### src/rtl/lfu_pkg.sv
// ---------------------------------------------------------------------------
// lfu_pkg
// Shared sizes, command codes and entry types for the LFU cache policy block.
// ---------------------------------------------------------------------------
package lfu_pkg;

    localparam int ENTRIES = 16;
    localparam int IDX_W   = (ENTRIES > 1) ? $clog2(ENTRIES) : 1;
    localparam int OCC_W   = $clog2(ENTRIES + 1);
    localparam int CAP_W   = 5;
    localparam int CMP_W   = (OCC_W > CAP_W) ? OCC_W : CAP_W;
    localparam int KEY_W   = 32;
    localparam int DATA_W  = 32;
    localparam int USES_W  = 32;
    localparam int STAMP_W = 64;

    localparam logic [CAP_W-1:0] CAP_RESET = CAP_W'(16);

    localparam logic CMD_GET = 1'b0;
    localparam logic CMD_PUT = 1'b1;

    typedef struct packed {
        logic [KEY_W-1:0]   key;
        logic [DATA_W-1:0]  data;
        logic [USES_W-1:0]  uses;
        logic [STAMP_W-1:0] stamp;
    } t_entry;

    typedef struct packed {
        logic key_match;
        logic empty;
        logic better;
    } t_cmp_res;

    typedef enum logic [2:0] {
        S_IDLE   = 3'b001,
        S_SCAN   = 3'b010,
        S_COMMIT = 3'b100
    } t_state;

endpackage

### src/rtl/lfu_store.sv
// ---------------------------------------------------------------------------
// lfu_store
// Entry memory: key, data, use count and stamp per slot. One write port and
// one read port with registered read data.
// ---------------------------------------------------------------------------
module lfu_store (
    input  logic                      i_clk,
    input  logic                      i_rd_en,
    input  logic [lfu_pkg::IDX_W-1:0] i_rd_addr,
    output lfu_pkg::t_entry           o_rd_entry,
    input  logic                      i_wr_en,
    input  logic [lfu_pkg::IDX_W-1:0] i_wr_addr,
    input  lfu_pkg::t_entry           i_wr_entry
);

    lfu_pkg::t_entry mem [lfu_pkg::ENTRIES];
    lfu_pkg::t_entry r_rd_entry;

    always_ff @(posedge i_clk) begin
        if (i_wr_en) begin
            mem[i_wr_addr] <= i_wr_entry;
        end
    end

    always_ff @(posedge i_clk) begin
        if (i_rd_en) begin
            r_rd_entry <= mem[i_rd_addr];
        end
    end

    assign o_rd_entry = r_rd_entry;

endmodule

### src/rtl/lfu_cmp.sv
// ---------------------------------------------------------------------------
// lfu_cmp
// Shared compare unit: checks one scanned entry for a key match, a free slot,
// and whether it beats the current eviction candidate (count, then stamp).
// ---------------------------------------------------------------------------
module lfu_cmp (
    input  lfu_pkg::t_entry              i_entry,
    input  logic                         i_valid,
    input  logic [lfu_pkg::KEY_W-1:0]    i_key,
    input  logic                         i_best_found,
    input  logic [lfu_pkg::USES_W-1:0]   i_best_uses,
    input  logic [lfu_pkg::STAMP_W-1:0]  i_best_stamp,
    output lfu_pkg::t_cmp_res            o_res
);

    logic uses_lt;
    logic uses_eq;
    logic stamp_lt;

    assign uses_lt  = i_entry.uses < i_best_uses;
    assign uses_eq  = i_entry.uses == i_best_uses;
    assign stamp_lt = i_entry.stamp < i_best_stamp;

    always_comb begin
        o_res.key_match = i_valid && (i_entry.key == i_key);
        o_res.empty     = !i_valid;
        // strict compare keeps the lowest slot on a full tie
        o_res.better    = i_valid &&
                          (!i_best_found || uses_lt || (uses_eq && stamp_lt));
    end

endmodule

### src/rtl/lfu_cache_policy.sv
// ---------------------------------------------------------------------------
// lfu_cache_policy
// Key-value store with least-frequently-used replacement, LRU tie break.
// Each request makes one pass over the entry memory through the shared compare
// unit, then writes back and registers its result in the commit state. A new
// request is taken only in idle, so it waits for the scan, the commit and the
// return to idle; a held result stalls the commit.
// Reset empties all slots (valid flops), clears the stamp counter
// and occupancy, and sets capacity to 16.
// ---------------------------------------------------------------------------
module lfu_cache_policy (
    input  logic                       i_clk,
    input  logic                       i_rst_n,
    input  logic                       i_cfg_valid,
    output logic                       o_cfg_ready,
    input  logic [lfu_pkg::CAP_W-1:0]  i_cfg_data,
    input  logic                       i_in_valid,
    output logic                       o_in_ready,
    input  logic                       i_command,
    input  logic [lfu_pkg::KEY_W-1:0]  i_key,
    input  logic [lfu_pkg::DATA_W-1:0] i_value,
    output logic                       o_out_valid,
    input  logic                       i_out_ready,
    output logic                       o_hit,
    output logic [lfu_pkg::DATA_W-1:0] o_read_value
);

    localparam int IW = lfu_pkg::IDX_W;

    lfu_pkg::t_state r_state, n_state;

    logic [lfu_pkg::CAP_W-1:0]   r_cap;
    logic [lfu_pkg::ENTRIES-1:0] r_valid;
    logic [lfu_pkg::OCC_W-1:0]   r_occ;
    logic [lfu_pkg::STAMP_W-1:0] r_stamp;

    logic                        r_cmd;
    logic [lfu_pkg::KEY_W-1:0]   r_key;
    logic [lfu_pkg::DATA_W-1:0]  r_value;

    logic [IW:0]                 r_rd_idx;
    logic                        r_cmp_vld;
    logic [IW-1:0]               r_cmp_idx;

    logic                        r_hit;
    logic [IW-1:0]               r_hit_idx;
    logic [lfu_pkg::DATA_W-1:0]  r_hit_data;
    logic [lfu_pkg::USES_W-1:0]  r_hit_uses;
    logic                        r_free_found;
    logic [IW-1:0]               r_free_idx;
    logic                        r_best_found;
    logic [IW-1:0]               r_best_idx;
    logic [lfu_pkg::USES_W-1:0]  r_best_uses;
    logic [lfu_pkg::STAMP_W-1:0] r_best_stamp;

    logic                        r_out_valid;
    logic                        r_out_hit;
    logic [lfu_pkg::DATA_W-1:0]  r_out_data;

    logic                        accept;
    logic                        rd_en;
    logic                        scan_last;
    logic                        out_free;
    logic                        commit_go;
    logic                        is_put;
    logic [lfu_pkg::CMP_W-1:0]   cap_x;
    logic [lfu_pkg::CMP_W-1:0]   cap_eff;
    logic [lfu_pkg::CMP_W-1:0]   occ_x;
    logic                        do_evict;
    logic                        do_fill;
    logic                        wr_en;
    logic [IW-1:0]               wr_addr;
    lfu_pkg::t_entry             wr_entry;
    lfu_pkg::t_entry             rd_entry;
    lfu_pkg::t_cmp_res           cmp_res;
    logic [lfu_pkg::USES_W-1:0]  uses_inc;

    assign o_cfg_ready = 1'b1;
    assign o_in_ready  = (r_state == lfu_pkg::S_IDLE);
    assign accept      = i_in_valid && o_in_ready;

    assign rd_en     = (r_state == lfu_pkg::S_SCAN) &&
                       (r_rd_idx < (IW+1)'(lfu_pkg::ENTRIES));
    assign scan_last = r_cmp_vld && (r_cmp_idx == IW'(lfu_pkg::ENTRIES - 1));
    assign out_free  = !r_out_valid || i_out_ready;
    assign commit_go = (r_state == lfu_pkg::S_COMMIT) && out_free;

    // effective capacity is min(capacity, ENTRIES)
    assign cap_x   = lfu_pkg::CMP_W'(r_cap);
    assign cap_eff = (cap_x > lfu_pkg::CMP_W'(lfu_pkg::ENTRIES)) ?
                     lfu_pkg::CMP_W'(lfu_pkg::ENTRIES) : cap_x;
    assign occ_x   = lfu_pkg::CMP_W'(r_occ);
    assign is_put  = (r_cmd == lfu_pkg::CMD_PUT);

    assign do_evict = !r_hit && is_put && (cap_eff != '0) && (occ_x >= cap_eff) &&
                      r_best_found;
    assign do_fill  = !r_hit && is_put && (cap_eff != '0) && (occ_x < cap_eff) &&
                      r_free_found;
    assign wr_en    = commit_go && (r_hit || do_evict || do_fill);
    assign uses_inc = (r_hit_uses == '1) ? r_hit_uses : r_hit_uses + 1'b1;

    always_comb begin
        wr_entry.key   = r_key;
        wr_entry.stamp = r_stamp;
        if (r_hit) begin
            wr_addr        = r_hit_idx;
            wr_entry.data  = is_put ? r_value : r_hit_data;
            wr_entry.uses  = uses_inc;
        end else begin
            wr_addr        = do_evict ? r_best_idx : r_free_idx;
            wr_entry.data  = r_value;
            wr_entry.uses  = '0;
        end
    end

    lfu_store u_store (
        .i_clk      (i_clk),
        .i_rd_en    (rd_en),
        .i_rd_addr  (r_rd_idx[IW-1:0]),
        .o_rd_entry (rd_entry),
        .i_wr_en    (wr_en),
        .i_wr_addr  (wr_addr),
        .i_wr_entry (wr_entry)
    );

    lfu_cmp u_cmp (
        .i_entry      (rd_entry),
        .i_valid      (r_valid[r_cmp_idx]),
        .i_key        (r_key),
        .i_best_found (r_best_found),
        .i_best_uses  (r_best_uses),
        .i_best_stamp (r_best_stamp),
        .o_res        (cmp_res)
    );

    always_comb begin
        n_state = r_state;
        unique case (r_state)
            lfu_pkg::S_IDLE:   if (accept) n_state = lfu_pkg::S_SCAN;
            lfu_pkg::S_SCAN:   if (scan_last) n_state = lfu_pkg::S_COMMIT;
            lfu_pkg::S_COMMIT: if (out_free) n_state = lfu_pkg::S_IDLE;
            default:           n_state = lfu_pkg::S_IDLE;
        endcase
    end

    // control state
    always_ff @(posedge i_clk) begin
        if (!i_rst_n) begin
            r_state     <= lfu_pkg::S_IDLE;
            r_cap       <= lfu_pkg::CAP_RESET;
            r_valid     <= '0;
            r_occ       <= '0;
            r_stamp     <= '0;
            r_rd_idx    <= '0;
            r_cmp_vld   <= 1'b0;
            r_out_valid <= 1'b0;
        end else begin
            r_state <= n_state;
            if (i_cfg_valid && o_cfg_ready) begin
                r_cap <= i_cfg_data;
            end
            if (accept) begin
                r_rd_idx  <= '0;
                r_cmp_vld <= 1'b0;
            end else begin
                r_cmp_vld <= rd_en;
                if (rd_en) begin
                    r_rd_idx <= r_rd_idx + 1'b1;
                end
            end
            if (wr_en) begin
                r_stamp <= r_stamp + 1'b1;
            end
            // an eviction reuses its slot: valid and occupancy stay put
            if (commit_go && do_fill) begin
                r_valid[wr_addr] <= 1'b1;
                r_occ            <= r_occ + 1'b1;
            end
            if (commit_go) begin
                r_out_valid <= 1'b1;
            end else if (i_out_ready) begin
                r_out_valid <= 1'b0;
            end
        end
    end

    // request payload and scan results
    always_ff @(posedge i_clk) begin
        if (accept) begin
            r_cmd        <= i_command;
            r_key        <= i_key;
            r_value      <= i_value;
            r_hit        <= 1'b0;
            r_free_found <= 1'b0;
            r_best_found <= 1'b0;
        end else if (r_cmp_vld) begin
            if (cmp_res.key_match && !r_hit) begin
                r_hit      <= 1'b1;
                r_hit_idx  <= r_cmp_idx;
                r_hit_data <= rd_entry.data;
                r_hit_uses <= rd_entry.uses;
            end
            if (cmp_res.empty && !r_free_found) begin
                r_free_found <= 1'b1;
                r_free_idx   <= r_cmp_idx;
            end
            if (cmp_res.better) begin
                r_best_found <= 1'b1;
                r_best_idx   <= r_cmp_idx;
                r_best_uses  <= rd_entry.uses;
                r_best_stamp <= rd_entry.stamp;
            end
        end
        if (rd_en) begin
            r_cmp_idx <= r_rd_idx[IW-1:0];
        end
        if (commit_go) begin
            r_out_hit  <= r_hit;
            r_out_data <= (r_hit && !is_put) ? r_hit_data : '0;
        end
    end

    assign o_out_valid  = r_out_valid;
    assign o_hit        = r_out_hit;
    assign o_read_value = r_out_data;

    a_occ_matches_valid: assert property (@(posedge i_clk) disable iff (!i_rst_n)
        r_occ == lfu_pkg::OCC_W'($countones(r_valid)))
        else $error("occupancy out of step with valid bits");

    a_occ_bound: assert property (@(posedge i_clk) disable iff (!i_rst_n)
        r_occ <= lfu_pkg::OCC_W'(lfu_pkg::ENTRIES))
        else $error("occupancy above depth");

    a_accept_scans: assert property (@(posedge i_clk) disable iff (!i_rst_n)
        accept |=> (r_state == lfu_pkg::S_SCAN) && (r_rd_idx == '0))
        else $error("request did not start a scan");

    a_result_from_commit: assert property (@(posedge i_clk) disable iff (!i_rst_n)
        $rose(r_out_valid) |-> $past(r_state) == lfu_pkg::S_COMMIT)
        else $error("result raised outside commit");

    a_stamp_only_on_write: assert property (@(posedge i_clk) disable iff (!i_rst_n)
        !wr_en |=> $stable(r_stamp))
        else $error("stamp moved without an entry write");

endmodule
### config.mk
export PLATFORM = sky130hd
export DESIGN_NAME = lfu_cache_policy
export DESIGN_NICKNAME = d
export VERILOG_FILES = /design/src/rtl/lfu_pkg.sv /design/src/rtl/lfu_store.sv /design/src/rtl/lfu_cmp.sv /design/src/rtl/lfu_cache_policy.sv
export SDC_FILE = /design/constraint.sdc
export NUM_CORES = 2
export LEC_CHECK = 0
export CAP_MARGIN = 20
export CORE_MARGIN = 2
export CORE_UTILIZATION = 50
export DETAILED_ROUTE_END_ITERATION = 10
export DONT_BUFFER_PORTS = 1
export PLACE_DENSITY = 0.73
export SLEW_MARGIN = 20
export SYNTH_ARGS = -nofsm -noshare
export SYNTH_HDL_FRONTEND = slang
export SYNTH_SLANG_ARGS = --single-unit
### constraint.sdc
create_clock -name i_clk -period 9 [get_ports i_clk]
set_input_delay 0.45 -clock i_clk [delete_from_list [all_inputs] [get_ports i_clk]]
set_output_delay 0.45 -clock i_clk [all_outputs]
set_load 0.02 [all_outputs]
# Word-level counts from Yosys, hierarchy flattened
# Memory sizes are Yosys's and may differ from the RTL's. A register that Yosys moved wholly into a read port is not among the register bits.
# Cells that the tools add are included.
# totals
register_bits	377
ram_bits	2560
n_memories	1
# mem_list
memory	words	word_bits	read_ports	rd_ports_with_merged_regs	wr	line_no	source
u_store.mem	16	160	1	1	1	lfu_store.sv:16	lfu_pkg::t_entry mem [lfu_pkg::ENTRIES];
# classes
n_addsub	4
order_cmp	9
eq_ne	10
muxes	18
n_bitwise	3
n_reduce_logical	40
# op_table
operator	n
64-bit by 1-bit adder with 64-bit output (second input constant)	1
32-bit equality test	2
64-bit less-than comparator	1
32-bit two-way mux	2
64-bit two-way mux	1
32-bit by 1-bit adder with 32-bit output (second input constant)	1
32-bit equality test (second input constant)	1
32-bit less-than comparator	1
1-bit logical AND	19
16-bit bitwise OR	1
3-bit AND reduction	4
5-bit by 1-bit adder with 5-bit output (second input constant)	2
4-bit by 5-bit less-than comparator with 1-bit output (second input constant)	2
3-bit two-way mux	3
3-bit one-hot mux with 3 select lines	1
4-bit two-way mux	2
1-bit logical NOT	6
1-bit two-way mux	6
2-bit AND reduction	3
5-bit >= comparator	1
5-bit greater-than comparator (second input constant)	1
1-bit logical OR	5
5-bit less-than comparator	1
5-bit less-than comparator (second input constant)	1
14 further kinds	16

# Logic depth before layout (Yosys ltp)
# logic_depth
word_depth	13
ltp_mapped	11

# Modules after synthesis
# Synthesis repeated with hierarchy kept, for this count alone.
# unflattened
cells_unflattened	5630
area_unflattened_um2	118537.4
# modules_own_cells
mod	instances	cells_each	area_each_um2
lfu_store	1	4191	100901.8
lfu_cache_policy	1	1060	14893.0
lfu_cmp	1	379	2742.6

# Worst setup path before layout
# Ideal clock, no wire load.
# synth_timing
path_kind	reg2reg
startpoint	register r_cap, in the netlist cap_x[4]
endpoint	memory u_store.mem[7][0] in the netlist's numbering (enable)
t_arrival_ps	8731
required_time_ps	8317
path_slack_ps	-413
stages_incl_launch_ff	11
cell_sequence	dfxtp_1 > inv_1 > ha_1 > a21oi_1 > o21ai_2 > o31a_1 > a21o_1 > buf_2 > nor2_1 > nand2_1 > nor2_1
# synth_between
elab_chain_cells	11
elab_cells_between_ends	17
classes_between	order compare: 3; mux: 5; reduce/logical: 9
# synth_rtl
element	line_no	source
start: declaration	lfu_cache_policy.sv:32	logic [lfu_pkg::CAP_W-1:0] r_cap;
start signal: assignment	lfu_cache_policy.sv:150	r_cap <= lfu_pkg::CAP_RESET;
start signal: assignment	lfu_cache_policy.sv:160	r_cap <= i_cfg_data;
5-bit greater-than comparator	lfu_cache_policy.sv:90	assign cap_eff = (cap_x > lfu_pkg::CMP_W'(lfu_pkg::ENTRIES)) ?
5-bit two-way mux *	lfu_cache_policy.sv:90	
branches (longest 9 deep; another with 5-bit >= comparator)	n/a	
end: declaration	lfu_store.sv:16	
# Mark *: on every way between the ends.

# Final worst setup path
# layout_timing
startpoint	register r_cap, in the netlist cap_x[4]
endpoint	memory u_store.mem[15][76] in the netlist's numbering (enable)
# Same word-level chain as after synthesis.

==> flow_summary_export.csv <==
group,metric,value,unit
timing,drv_slew,0,
floorplanning,std_cell_rows,178,
clocking,worstSkewPairLatency,0.95,ns
min_path,hp-class,"in2reg",
placement,place_area,122000,um^2
critical_path,worst_path_max_delay_cell,"buf_4",
power_and_ir_drop,clkPwrFrac,0.445,
grt,grt_pass1_wl,379000,um
clocking,clockRootBuffer,"clkbuf_16",
synth,synth_edf_count,2994,
clocking,cts_setup_buffers,0,
critical_path,path_class,"reg2reg",
clocking,cts_sinks,3097,
critical_path,cp_max_fo,56,
grt,grt_start_max_net_pins,159,
timing,setup_viol,0,
detailed_routing,drt_iter0_markers,7317,
critical_path,cp-start-kind,"register",
grt,antenna_found_initial,14,
clocking,ctsLongestPathBuffers,4,
synth,syn_area,118000,um^2
power_and_ir_drop,p_sw_frac,0.189,
grt,groute.usage.overall,0.217,
timing,hold_viol,0,
power_and_ir_drop,ir_drop,193,uV
synth,yosysWarnings,0,
timing,fin_worst_skew,0.0689,ns
placement,dp_hpwl,128000,um
clocking,clkSlewWorstSetupHoldPaths,0.06,ns
synth,synth_nets,5317,
synth,synth_ff_type,"edfxtp_1",
clocking,ctsHtreeMaxLevel,5,
timing,fin_crit,4.82,ns
synth,avgSynthCellArea,22.9,um^2
cells_and_area,syn2layout_area_growth,12.9,%
floorplanning,start_util,0.502,
timing,max_slew_margin,0.195,
cells_and_area,fillCellCount,16400,
placement,gp_congestion,0.801,
synth,yosysSeqAreaShare,0.780,
synth,ys_ff_latch,3097,
timing,rsz0062_at_grt,"no",
floorplanning,die_w,490,um
cells_and_area,design_area,133000,um^2
power_and_ir_drop,p_sw,5.48,mW
cells_and_area,final_common_cell,"edfxtp_1",
cells_and_area,multi_input_area,24800,um^2
clocking,cts_tree,"built",
placement,numPortBuffers,0,
synth,synth_cells,5138,
power_and_ir_drop,p_leak,38.4,nW
detailed_routing,wl_per_cell,29.4,um
critical_path,worst_path_largest_cell_delay,0.96,ns
placement,post-place-cells,8162,
cells_and_area,drive_above_1_share,0.251,
detailed_routing,drc_errors,0,
timing,worst_pin_slew,1.20,ns
cells_and_area,final_cell_mix,"edfxtp_1 (2994), mux4_2 (804), clkbuf_16 (323)",
power_and_ir_drop,seq_power_share,0.545,
run,drv_cap,0,
synth,ys_async_sr_fraction,0,
power_and_ir_drop,p_per_area,218,nW/um^2
cells_and_area,nets,5587,
power_and_ir_drop,combinationalPowerShare,0.010,
timing,finalCritPeriodShare,0.536,
floorplanning,pin_count,111,
detailed_routing,dr.pass1.iters,6,
detailed_routing,ant_nets,0,
timing,timing.fmax,207,MHz
synth,yosysUniqueCellTypes,64,
clocking,cts_inserted_buffers,317,
detailed_routing,dr_total_vias,54300,
detailed_routing,via_per_inst,6.18,
status,status,"finished, final reports clean",
timing,whs,0.138,ns
cells_and_area,utilization,0.567,
floorplanning,die_y,490,um
detailed_routing,drt-total-wl,258000,um
critical_path,worstPathArrival,5.33,ns
critical_path,crit_required,9.51,ns
grt,overflow,0,
cells_and_area,ff_latch_area,92000,um^2
critical_path,path_cells,"inv_1, ha_1, a21oi_1, o21ai_2, o31a_1, a21o_1, nor2_1, nand2_1, nor2_4, buf_4",
grt,grt_pass1_vias,56200,
floorplanning,die_area,240000,um^2
power_and_ir_drop,p_int,23.5,mW
floorplanning,core,235000,um^2
critical_path,cp-end-kind,"register",
cells_and_area,final_cells,8793,
through the flow:
stage	TNS [ns]	setup WS (ns)	total power, mW
final	0	4.18	29.0
after floorplan	-839.35	-0.413	16.2
after CTS	0	4.17	29.2
after detailed placement	0	4.22	16.3
after global placement	0	4.24	16.3
after global routing	0	3.89	29.7
state kept, by name, indices dropped and copies added, names as in the netlist, 3 cells and up:
signal / count
cap_x: 5
r_best_uses: 32
u_store.mem: 2560
r_valid: 16
r_best_stamp: 64
r_cmp_idx: 4
r_hit_uses: 32
r_stamp: 64
r_rd_idx: 5
occ_x: 5
r_value: 32
r_best_idx: 4
r_hit_idx: 4
o_read_value: 32
r_state: 3
u_store.o_rd_entry: 160
r_key: 32
r_free_idx: 4
r_hit_data: 32
metal layers:
metal  share of wire  vias to the layer above  track usage  wire, um
li1                -                    22100            -         -
met1            0.40                    29000        0.309    102000
met2            0.49                     2714        0.346    127000
met3           0.086                      442       0.0396     22100
met4           0.028                        4       0.0635      7160
met5         0.00010                        -            0        27
cell families (layout without fill, tap and decap cells):
group,after synthesis,in the layout,share of synthesized area
flops,3097,3097,0.780
buf+inv,328,826,0.0106
other cells,1,8,0.0000318
xor+xnor,121,121,0.00899
mux,846,846,0.158
simple gates,485,485,0.0224
compound gates,156,156,0.00907
fa+ha+maj,104,104,0.0110
area by class of cell:
type / instances / share of cell area
diodes: 7 / 0.000132
repair buffers: 170 / 0.0131
clock inverters: 155 / 0.0128
multi-input cells: 1713 / 0.187
flip-flops and latches: 3097 / 0.691
clock buffers: 392 / 0.0634
well taps: 3150 / 0.0296
inverters: 109 / 0.00309
power by group through the flow:
stage          clock network [mW]  registers [mW]  logic, mW
2_1_floorplan                   0            16.1      0.171
5_1_grt                      13.6            15.8      0.304
3_3_place_gp                    0            16.1      0.236
3_5_place_dp                    0            16.1      0.243
6_report                     12.9            15.8      0.281
4_1_cts                      13.1            15.8      0.284
critical path, delay by kind of cell, from the launching register on:
| family | cells | cell delay [ns] |
|---|---|---|
| AND/OR/NAND/NOR | 3 | 1.32 |
| buffers and inverters | 2 | 1.09 |
| flip-flops | 1 | 0.41 |
| adder cells (fa/ha/maj) | 1 | 0.36 |
| AO/OA/AOI/OAI | 4 | 1.16 |
final timing paths:
kind	from	end	slack, ns	cells past startpoint
setup / recovery	cap_x[4]	u_store.mem[15][76]	4.18	10
hold / removal	i_key[27]	r_key[27]	0.14	1
hold reg to reg	u_store.o_rd_entry[126]	r_hit_data[30]	0.41	0
setup reg to reg	cap_x[4]	u_store.mem[15][76]	4.18	10
cells in the mapped netlist (all sizes together), types with 10 or more instances:
| library cell | number | area share |
|---|---|---|
| a21o | 15 | 0.00096 |
| a21oi | 39 | 0.0017 |
| a22o | 16 | 0.0012 |
| and2 | 93 | 0.0049 |
| and3 | 24 | 0.0013 |
| and4 | 14 | 0.0010 |
| buf | 49 | 0.0017 |
| clkbuf | 170 | 0.0054 |
| dfxtp | 103 | 0.017 |
| edfxtp | 2994 | 0.76 |
| ha | 104 | 0.011 |
| inv | 108 | 0.0034 |
| mux2 | 33 | 0.0032 |
| mux4 | 804 | 0.15 |
| nand2 | 80 | 0.0025 |
| nand3 | 60 | 0.0025 |
| nand4 | 71 | 0.0039 |
| nor2 | 75 | 0.0024 |
| nor2b | 15 | 0.00080 |
| nor3 | 18 | 0.00081 |
| nor4 | 10 | 0.00066 |
| o211ai | 10 | 0.00064 |
| o21ai | 30 | 0.0013 |
| xnor2 | 88 | 0.0065 |
| xor2 | 33 | 0.0025 |
timing repair:
item	CTS	global route
hold endpoints to repair	167	0
resized for setup	0	0
hold buffers	75	0
Power figures use the tool's default switching activity.
